$ cat config.mk
export PLATFORM = sky130hd
export DESIGN_NAME = postfix_stack_calculator
export DESIGN_NICKNAME = d
export VERILOG_FILES = /design/src/sv/psc_pkg.sv /design/src/sv/postfix_stack_calculator.sv
export VERILOG_INCLUDE_DIRS = /design/src /design/src/sv
export SDC_FILE = /design/constraint.sdc
export NUM_CORES = 2
export LEC_CHECK = 0
export BUFFER_PORTS_ARGS = -buffer_cell sky130_fd_sc_hd__buf_2
export CORE_MARGIN = 4
export CORE_UTILIZATION = 45
export DETAILED_ROUTE_END_ITERATION = 8
export PLACE_DENSITY = 0.61
export SYNTH_ARGS = -nofsm -noshare
export SYNTH_HDL_FRONTEND = slang
export SYNTH_SLANG_ARGS = --single-unit
export TNS_END_PERCENT = 5
$ cat constraint.sdc
create_clock -name clk -period 15.7 [get_ports clk]
set_input_delay 1.57 -clock clk [delete_from_list [all_inputs] [get_ports clk]]
set_output_delay 1.57 -clock clk [all_outputs]
set_load 0.05 [all_outputs]
$ cat src/sv/postfix_stack_calculator_defines.svh
// assertion macros for the postfix stack calculator
`ifndef POSTFIX_STACK_CALCULATOR_DEFINES_SVH
`define POSTFIX_STACK_CALCULATOR_DEFINES_SVH

// same-cycle implication, disabled while in reset
`define PSC_ASSERT_NOW(label, ante, cons, msg) \
	label: assert property (@(posedge clk) disable iff (!arst_n) (ante) |-> (cons)) \
		else $error(msg);

// next-cycle implication, disabled while in reset
`define PSC_ASSERT_NEXT(label, ante, cons, msg) \
	label: assert property (@(posedge clk) disable iff (!arst_n) (ante) |=> (cons)) \
		else $error(msg);

`endif

$ cat src/sv/psc_pkg.sv
package psc_pkg;

	localparam int STACK_DEPTH = 16;
	localparam int DATA_WIDTH  = 32;
	localparam int CNT_W       = $clog2(STACK_DEPTH + 1);
	localparam int ADDR_W      = $clog2(STACK_DEPTH);
	localparam int STEP_W      = $clog2(DATA_WIDTH);
	localparam int OP_W        = 3;
	localparam int STATUS_W    = 2;

	typedef logic [DATA_WIDTH-1:0] data_t;

	typedef enum logic [OP_W-1:0] {
		OP_PUSH = 3'd0,
		OP_ADD  = 3'd1,
		OP_SUB  = 3'd2,
		OP_MUL  = 3'd3,
		OP_DIV  = 3'd4,
		OP_NEG  = 3'd5,
		OP_POP  = 3'd6,
		OP_NOP  = 3'd7
	} op_t;

	typedef enum logic [STATUS_W-1:0] {
		ST_OK      = 2'd0,
		ST_UNDER   = 2'd1,
		ST_OVER    = 2'd2,
		ST_DIVZERO = 2'd3
	} status_t;

	typedef enum logic [3:0] {
		S_IDLE,
		S_DECODE,
		S_LOAD,
		S_ALU,
		S_DIV_NUM,
		S_DIV_DEN,
		S_DIV_STEP,
		S_DIV_FIX,
		S_DONE
	} state_t;

endpackage

$ cat src/sv/postfix_stack_calculator.sv
// channel   direction  handshake                  payload
// item      in         item_valid / item_stall    operation, operand_value
// result    out        result_valid / result_stall top_value, stack_depth, status
//
// one item at a time: item_stall is high from the transfer until the result is loaded
// into the output register; push, lone pop, no-op, underflow and overflow go from decode
// to done; negate via ALU; pop with a second entry and divide by zero via load; add/sub/mul
// via load and ALU; divide: load, magnitudes, one quotient bit per cycle, 32 steps, sign fix
// a new item is taken while the previous result still waits behind result_stall
// arst_n clears the sequencer, entry count and output valid; stack entries are not cleared

`include "postfix_stack_calculator_defines.svh"

module postfix_stack_calculator import psc_pkg::*; (
	input  logic                       clk,
	input  logic                       arst_n,
	input  logic                       item_valid,
	output logic                       item_stall,
	input  logic [OP_W-1:0]            operation,
	input  logic signed [DATA_WIDTH-1:0] operand_value,
	output logic                       result_valid,
	input  logic                       result_stall,
	output logic signed [DATA_WIDTH-1:0] top_value,
	output logic [CNT_W-1:0]           stack_depth,
	output logic [STATUS_W-1:0]        status
);

	// sequencer and control state
	state_t state_q, state_d;
	logic [CNT_W-1:0] count_q;
	logic result_valid_q;

	// item and datapath registers
	op_t op_q;
	data_t opnd_q;
	data_t top_q;      // top of stack is kept in a register, the rest in memory
	data_t sec_q;      // registered memory read: the entry below the top
	data_t quo_q;
	data_t rem_q;
	data_t den_q;
	logic qneg_q;
	logic [STEP_W-1:0] step_q;
	status_t status_q;

	// output register
	data_t top_value_q;
	logic [CNT_W-1:0] stack_depth_q;
	status_t status_out_q;

	// stack memory below the top entry
	data_t stack_mem [STACK_DEPTH];

	// memory control
	logic mem_we;
	logic mem_rd_en;
	logic [ADDR_W-1:0] wr_addr;
	logic [ADDR_W-1:0] rd_addr;

	// shared adder/subtractor, one bit wider for the divide trial subtract
	logic [DATA_WIDTH:0] alu_a;
	logic [DATA_WIDTH:0] alu_b;
	logic alu_sub;
	logic [DATA_WIDTH:0] alu_sum;

	data_t mul_lo;

	logic is_empty;
	logic is_full;
	logic has_two;
	logic done_go;
	logic [CNT_W-1:0] count_m1;
	logic [CNT_W-1:0] count_m2;

	assign is_empty = (count_q == '0);
	assign is_full  = (count_q == CNT_W'(STACK_DEPTH));
	assign has_two  = (count_q >= CNT_W'(2));
	assign count_m1 = count_q - CNT_W'(1);
	assign count_m2 = count_q - CNT_W'(2);
	assign wr_addr  = count_m1[ADDR_W-1:0];
	assign rd_addr  = count_m2[ADDR_W-1:0];

	// output register is free, or its result leaves this cycle
	assign done_go = !result_valid_q || !result_stall;

	assign alu_sum = alu_a + (alu_sub ? ~alu_b : alu_b) + (DATA_WIDTH + 1)'(alu_sub);

	// low half of the product, registered into top_q
	assign mul_lo = sec_q * top_q;

	// next state
	always_comb begin
		state_d = state_q;
		unique case (state_q)
			S_IDLE: begin
				if (item_valid) state_d = S_DECODE;
			end
			S_DECODE: begin
				unique case (op_q)
					OP_PUSH: state_d = S_DONE;
					OP_ADD, OP_SUB, OP_MUL, OP_DIV: state_d = has_two ? S_LOAD : S_DONE;
					OP_NEG: state_d = is_empty ? S_DONE : S_ALU;
					OP_POP: state_d = has_two ? S_LOAD : S_DONE;
					OP_NOP: state_d = S_DONE;
					default: state_d = S_DONE;
				endcase
			end
			S_LOAD: begin
				priority if (op_q == OP_POP) state_d = S_DONE;
				else if (op_q == OP_DIV) state_d = (top_q == '0) ? S_DONE : S_DIV_NUM;
				else state_d = S_ALU;
			end
			S_ALU:      state_d = S_DONE;
			S_DIV_NUM:  state_d = S_DIV_DEN;
			S_DIV_DEN:  state_d = S_DIV_STEP;
			S_DIV_STEP: begin
				if (step_q == '0) state_d = S_DIV_FIX;
			end
			S_DIV_FIX:  state_d = S_DONE;
			S_DONE: begin
				if (done_go) state_d = S_IDLE;
			end
			default:    state_d = S_IDLE;
		endcase
	end

	// sequencer outputs: memory strobes and shared unit operands
	always_comb begin
		mem_we    = 1'b0;
		mem_rd_en = 1'b0;
		alu_a     = '0;
		alu_b     = '0;
		alu_sub   = 1'b0;
		unique case (state_q)
			S_DECODE: begin
				// push spills the old top into memory
				mem_we = (op_q == OP_PUSH) && !is_full && !is_empty;
				mem_rd_en = has_two && (op_q == OP_ADD || op_q == OP_SUB ||
					op_q == OP_MUL || op_q == OP_DIV || op_q == OP_POP);
			end
			S_ALU: begin
				unique case (op_q)
					OP_ADD: begin
						alu_a = {1'b0, sec_q};
						alu_b = {1'b0, top_q};
					end
					OP_SUB: begin
						alu_a   = {1'b0, sec_q};
						alu_b   = {1'b0, top_q};
						alu_sub = 1'b1;
					end
					OP_NEG: begin
						alu_b   = {1'b0, top_q};
						alu_sub = 1'b1;
					end
					default: begin
						alu_sub = 1'b0;
					end
				endcase
			end
			S_DIV_NUM: begin
				alu_b   = {1'b0, sec_q};
				alu_sub = 1'b1;
			end
			S_DIV_DEN: begin
				alu_b   = {1'b0, top_q};
				alu_sub = 1'b1;
			end
			S_DIV_STEP: begin
				// trial subtract of the divisor from the shifted partial remainder
				alu_a   = {rem_q, quo_q[DATA_WIDTH-1]};
				alu_b   = {1'b0, den_q};
				alu_sub = 1'b1;
			end
			S_DIV_FIX: begin
				alu_b   = {1'b0, quo_q};
				alu_sub = 1'b1;
			end
			default: begin
				mem_we = 1'b0;
			end
		endcase
	end

	// control registers
	always_ff @(posedge clk or negedge arst_n) begin
		if (!arst_n) begin
			state_q        <= S_IDLE;
			count_q        <= '0;
			result_valid_q <= 1'b0;
		end else begin
			state_q <= state_d;

			if (state_q == S_DECODE && op_q == OP_PUSH && !is_full)
				count_q <= count_q + CNT_W'(1);
			else if (state_q == S_DECODE && op_q == OP_POP && !is_empty)
				count_q <= count_m1;
			else if (state_q == S_ALU && op_q != OP_NEG)
				count_q <= count_m1;
			else if (state_q == S_DIV_FIX)
				count_q <= count_m1;

			if (state_q == S_DONE && done_go)
				result_valid_q <= 1'b1;
			else if (!result_stall)
				result_valid_q <= 1'b0;
		end
	end

	// stack memory: one write port, one registered read port
	always_ff @(posedge clk) begin
		if (mem_we) stack_mem[wr_addr] <= top_q;
		if (mem_rd_en) sec_q <= stack_mem[rd_addr];
	end

	// datapath registers
	always_ff @(posedge clk) begin
		unique case (state_q)
			S_IDLE: begin
				if (item_valid) begin
					op_q   <= op_t'(operation);
					opnd_q <= data_t'(operand_value);
				end
			end
			S_DECODE: begin
				unique case (op_q)
					OP_PUSH: begin
						status_q <= is_full ? ST_OVER : ST_OK;
						if (!is_full) top_q <= opnd_q;
					end
					OP_ADD, OP_SUB, OP_MUL, OP_DIV: begin
						status_q <= has_two ? ST_OK : ST_UNDER;
					end
					OP_NEG, OP_POP: begin
						status_q <= is_empty ? ST_UNDER : ST_OK;
					end
					default: begin
						status_q <= ST_OK;
					end
				endcase
			end
			S_LOAD: begin
				if (op_q == OP_POP) top_q <= sec_q;
				if (op_q == OP_DIV && top_q == '0) status_q <= ST_DIVZERO;
			end
			S_ALU: begin
				if (op_q == OP_MUL) top_q <= mul_lo;
				else top_q <= alu_sum[DATA_WIDTH-1:0];
			end
			S_DIV_NUM: begin
				// magnitude of the dividend, quotient sign from both operands
				quo_q  <= sec_q[DATA_WIDTH-1] ? alu_sum[DATA_WIDTH-1:0] : sec_q;
				qneg_q <= sec_q[DATA_WIDTH-1] ^ top_q[DATA_WIDTH-1];
				rem_q  <= '0;
				step_q <= STEP_W'(DATA_WIDTH - 1);
			end
			S_DIV_DEN: begin
				den_q <= top_q[DATA_WIDTH-1] ? alu_sum[DATA_WIDTH-1:0] : top_q;
			end
			S_DIV_STEP: begin
				// restoring step: keep the difference when it did not go negative
				if (!alu_sum[DATA_WIDTH]) rem_q <= alu_sum[DATA_WIDTH-1:0];
				else rem_q <= {rem_q[DATA_WIDTH-2:0], quo_q[DATA_WIDTH-1]};
				quo_q  <= {quo_q[DATA_WIDTH-2:0], !alu_sum[DATA_WIDTH]};
				step_q <= step_q - STEP_W'(1);
			end
			S_DIV_FIX: begin
				top_q <= qneg_q ? alu_sum[DATA_WIDTH-1:0] : quo_q;
			end
			S_DONE: begin
				if (done_go) begin
					top_value_q   <= is_empty ? '0 : top_q;
					stack_depth_q <= count_q;
					status_out_q  <= status_q;
				end
			end
			default: begin
				step_q <= step_q;
			end
		endcase
	end

	assign item_stall   = (state_q != S_IDLE);
	assign result_valid = result_valid_q;
	assign top_value    = signed'(top_value_q);
	assign stack_depth  = stack_depth_q;
	assign status       = status_out_q;

	// entry count stays within the stack
	`PSC_ASSERT_NOW(a_count_range, 1'b1, count_q <= CNT_W'(STACK_DEPTH), "entry count beyond stack depth")

	// overflow is only reported on a full stack
	`PSC_ASSERT_NOW(a_over_full, result_valid && status == ST_OVER, stack_depth == CNT_W'(STACK_DEPTH), "overflow reported below full depth")

	// underflow is only reported with fewer than two entries
	`PSC_ASSERT_NOW(a_under_shallow, result_valid && status == ST_UNDER, stack_depth < CNT_W'(2), "underflow reported with two or more entries")

	// last quotient step hands over to the sign fix
	`PSC_ASSERT_NEXT(a_div_done, state_q == S_DIV_STEP && step_q == '0, state_q == S_DIV_FIX, "divider did not finish after last step")

endmodule

==> flow_metrics.env <==
export IMPL_timing_hold_violations_final=0
export IMPL_cts_tree="built"
export IMPL_tritoncts_num_sinks=764
export IMPL_fill_cells=9630
export IMPL_synth_yosys_warnings=0
export IMPL_overflow=0
export IMPL_drive_above_1_share_pct=14.8
export IMPL_die_area_um2=116000
export IMPL_post_synth_cell_types=78
export IMPL_grtUsageMet3_pct=7.20
export IMPL_wl_per_cell_um=27.1
export IMPL_netlist_area_leader_share_pct=45.6
export IMPL_status="complete, no violations"
export IMPL_cp_max_fo=40
export IMPL_timing_critical_path_buf_inv=5
export IMPL_largest_net_degree_at_the_start_of_global_routing=67
export IMPL_final_period_utilization_pct=50.8
export IMPL_drt_vias_per_instance=5.83
export IMPL_drt_iter0_drc=3378
export IMPL_detailed_place_area_um2=52000
export IMPL_grt_pass1_vias=33100
export IMPL_worstHoldPathType="reg2reg"
export IMPL_layout_cells_non_filler=5423
export IMPL_post_cts_buffers=0
export IMPL_cts_buffers=83
export IMPL_antenna_left=0
export IMPL_syn_area_per_cell_um2=12.9
export IMPL_crit_path_max_incr_delay_ns=0.56
export IMPL_crit_arrival_ns=8.39
export IMPL_cp_end_kind="flop"
export IMPL_maximum_number_of_buffers_from_clock_root_to_sink=3
export IMPL_flow_area_growth_from_synthesis_pct=9.99
export IMPL_crit_slowest_cell="sky130_fd_sc_hd__edfxtp_1"
export IMPL_start_util_pct=45.4
export IMPL_1st_pass_router_iterations=7
export IMPL_diodes=0
export IMPL_gr_usage_met2_pct=39.5
export IMPL_detail_route_wirelength_um=147000
export IMPL_first_pass_grt_wire_length_um=219000
export IMPL_final_max_slew_viol_count=0
export IMPL_clk_pin_slew_ns=0.06
export IMPL_core_rowCount=121
export IMPL_setup_viol=0
export IMPL_synth_ff_latch_count=764
export IMPL_fin_setup_tns_ns=0
export IMPL_syn_instance_count=3850
export IMPL_synthesis_nets=4462
export IMPL_post_dp_hpwl_um=93900
export IMPL_maxCapViolations=0
export IMPL_crit_type="reg2reg"
export IMPL_worst_path_dominant_cell_family="adder cells"
export IMPL_htree_levels=3
export IMPL_io_buffer_count=79
export IMPL_seqCellArea_um2=22900
export IMPL_finClkSkew_ns=0.0388
export IMPL_num_vias=31600
export IMPL_die_h_um=340
export IMPL_cts_repair_resize_count=0
export IMPL_cts_root_buf="sky130_fd_sc_hd__clkbuf_16"
export IMPL_fp_dieW_um=340
export IMPL_grt_total_usage_pct=25.6
export IMPL_path_common_cell="sky130_fd_sc_hd__fa_1"
export IMPL_finalInstanceArea_um2=54600
export IMPL_setup_repair_after_global_routing_missed_its_margin="false"
export IMPL_multiInputGateArea_um2=24500
export IMPL_grt_use_met1_pct=35.3
export IMPL_worst_slew_margin_relative_to_its_limit_pct=22.6
export IMPL_num_io_pins=80
export IMPL_synth_yosys_seq_area_share_pct=46.1
export IMPL_clock_insertion_delay_worst_skew_ns=0.68
export IMPL_post_synth_main_area_contributors="sky130_fd_sc_hd__edfxtp_1, sky130_fd_sc_hd__fa_1, sky130_fd_sc_hd__mux4_2"
export IMPL_holdBufCountCts=0
export IMPL_synth_top_flop_cell="sky130_fd_sc_hd__edfxtp_1"
export IMPL_post_route_drc_count=0
export IMPL_max_freq_mhz=125
export IMPL_netlist_top_cell_by_area="sky130_fd_sc_hd__edfxtp_1"
export IMPL_postLayoutCoreUtil_pct=50.0
export IMPL_final_min_clock_period_ns=7.97
export IMPL_path_cells="buf_4 -> and2_1 -> fa_1 -> inv_1 -> fa_1 -> fa_1 -> fa_1 -> inv_1 -> fa_1 -> inv_1 -> fa_1 -> inv_1 -> fa_1 -> fa_1 -> ha_1 -> nor2b_1 -> o21ai_0 -> o2111ai_1 -> o2111ai_1 -> a21boi_0 -> o21ai_0 -> a21oi_1 -> mux2i_1 -> a31oi_1"
export IMPL_top_usage_layer="met2"
export IMPL_max_slew_worst_pin_slew_ns=1.16
export IMPL_layout_nets=4492
export IMPL_syn_cell_area_um2=49700
export IMPL_synth_edf_count=754
export IMPL_critPathLaunchType="flop"
export IMPL_gp_congestion=0.910
export IMPL_cp_required_ns=16.12
export IMPL_coreArea_um2=109000
export IMPL_antenna_found_initial=6
export IMPL_ys_async_sr_fraction_pct=1.31
export IMPL_dp_cells=5271
-- layout by cell type, fill, tap and decap left out, types with 13 or more instances in the layout --
cell / count
sky130_fd_sc_hd__a21o_1: 20
sky130_fd_sc_hd__a21oi_1: 115
sky130_fd_sc_hd__a22o_1: 35
sky130_fd_sc_hd__a22oi_1: 37
sky130_fd_sc_hd__and2_1: 315
sky130_fd_sc_hd__buf_2: 79
sky130_fd_sc_hd__buf_4: 114
sky130_fd_sc_hd__clkbuf_1: 16
sky130_fd_sc_hd__clkbuf_16: 83
sky130_fd_sc_hd__clkinv_1: 26
sky130_fd_sc_hd__edfxtp_1: 754
sky130_fd_sc_hd__fa_1: 409
sky130_fd_sc_hd__ha_1: 163
sky130_fd_sc_hd__inv_1: 396
sky130_fd_sc_hd__mux2_2: 65
sky130_fd_sc_hd__mux2i_1: 64
sky130_fd_sc_hd__mux4_2: 161
sky130_fd_sc_hd__nand2_1: 338
sky130_fd_sc_hd__nand2b_1: 13
sky130_fd_sc_hd__nand3_1: 18
sky130_fd_sc_hd__nor2_1: 172
sky130_fd_sc_hd__nor2_4: 18
sky130_fd_sc_hd__nor2b_1: 47
sky130_fd_sc_hd__nor3_1: 17
sky130_fd_sc_hd__o21a_1: 14
sky130_fd_sc_hd__o21ai_0: 96
sky130_fd_sc_hd__xnor2_1: 117
sky130_fd_sc_hd__xor2_1: 31
-- metal layers --
layer / routed length [um] / vias to the layer above
met1: 59600 / 16400
met4: 5100 / 2
li1: - / 13400
met2: 66600 / 1585
met3: 15400 / 277
met5: 15 / -
-- final timing paths --
check | slack, ns | startpoint | to | depth (start not counted)
max in group asynchronous | 14.71 | arst_n | count_q[0] | 1
setup / recovery | 7.73 | top_q[2] | top_q[30] | 24
hold / removal | 0.46 | status_q[0] | status[0] | 0
hold reg to reg | 0.46 | status_q[0] | status[0] | 0
setup reg to reg | 7.73 | top_q[2] | top_q[30] | 24
min in group asynchronous | 0.76 | arst_n | result_valid | 1
-- layout make-up --
| class | instances | area share, % |
|---|---|---|
| tap | 1476 | 3.38 |
| clock buffer | 99 | 3.91 |
| sequential | 764 | 41.9 |
| multi-input combinational | 2442 | 44.9 |
| clock inverter | 53 | 0.859 |
| inverter | 396 | 2.72 |
| timing repair buffer | 193 | 2.29 |
-- cells by family (layout without fill, tap and decap cells) --
group / count (synthesis) / count (layout) / synth area share (%)
AND/OR/NAND/NOR: 1009 / 1009 / 10.1
flip-flops: 764 / 764 / 46.1
XOR/XNOR: 149 / 149 / 2.63
buffers and inverters: 644 / 741 / 4.94
AO/OA/AOI/OAI: 421 / 421 / 5.62
multiplexers: 290 / 290 / 10.1
adder cells (fa/ha/maj): 573 / 573 / 20.6
-- state kept, by name, summed over array words and instances (netlist names) --
register	count
rem_q	32
count_q	5
top_q	32
stack_mem	512
opnd_q	32
sec_q	32
qneg_q	1
top_value	32
step_q	5
quo_q	32
status	2
den_q	32
status_q	2
state_q	4
op_q	3
result_valid	1
stack_depth	5
-- stage by stage --
stage	setup slack (ns)	hold slack [ns]
floorplan	8.48	0.400
global placement	8.01	0.446
detailed placement	7.84	0.412
CTS	7.79	0.456
global route	7.33	0.463
finish	7.73	0.458
-- cells in the mapped netlist (10+ instances only) --
cell type                  count
sky130_fd_sc_hd__edfxtp_1    754
sky130_fd_sc_hd__fa_1        409
sky130_fd_sc_hd__inv_1       396
sky130_fd_sc_hd__nand2_1     338
sky130_fd_sc_hd__and2_1      315
sky130_fd_sc_hd__clkbuf_1    214
sky130_fd_sc_hd__nor2_1      193
sky130_fd_sc_hd__ha_1        164
sky130_fd_sc_hd__mux4_2      161
sky130_fd_sc_hd__a21oi_1     117
sky130_fd_sc_hd__xnor2_1     117
sky130_fd_sc_hd__o21ai_0      96
sky130_fd_sc_hd__mux2_2       65
sky130_fd_sc_hd__mux2i_1      64
sky130_fd_sc_hd__nor2b_1      48
sky130_fd_sc_hd__a22oi_1      37
sky130_fd_sc_hd__a22o_1       35
sky130_fd_sc_hd__xor2_1       32
sky130_fd_sc_hd__a21o_1       20
sky130_fd_sc_hd__buf_1        20
sky130_fd_sc_hd__nand3_1      18
sky130_fd_sc_hd__nor3_1       17
sky130_fd_sc_hd__o21a_1       14
sky130_fd_sc_hd__nand2b_1     13
sky130_fd_sc_hd__a222oi_1     12
sky130_fd_sc_hd__nand4_1      12
sky130_fd_sc_hd__a221oi_1     11
sky130_fd_sc_hd__dfrtp_1      10
sky130_fd_sc_hd__nor4_1       10
Power is left out: the tool's default activity adds up to more than one toggle a clock period on the data nets, which glitch-free logic cannot reach.
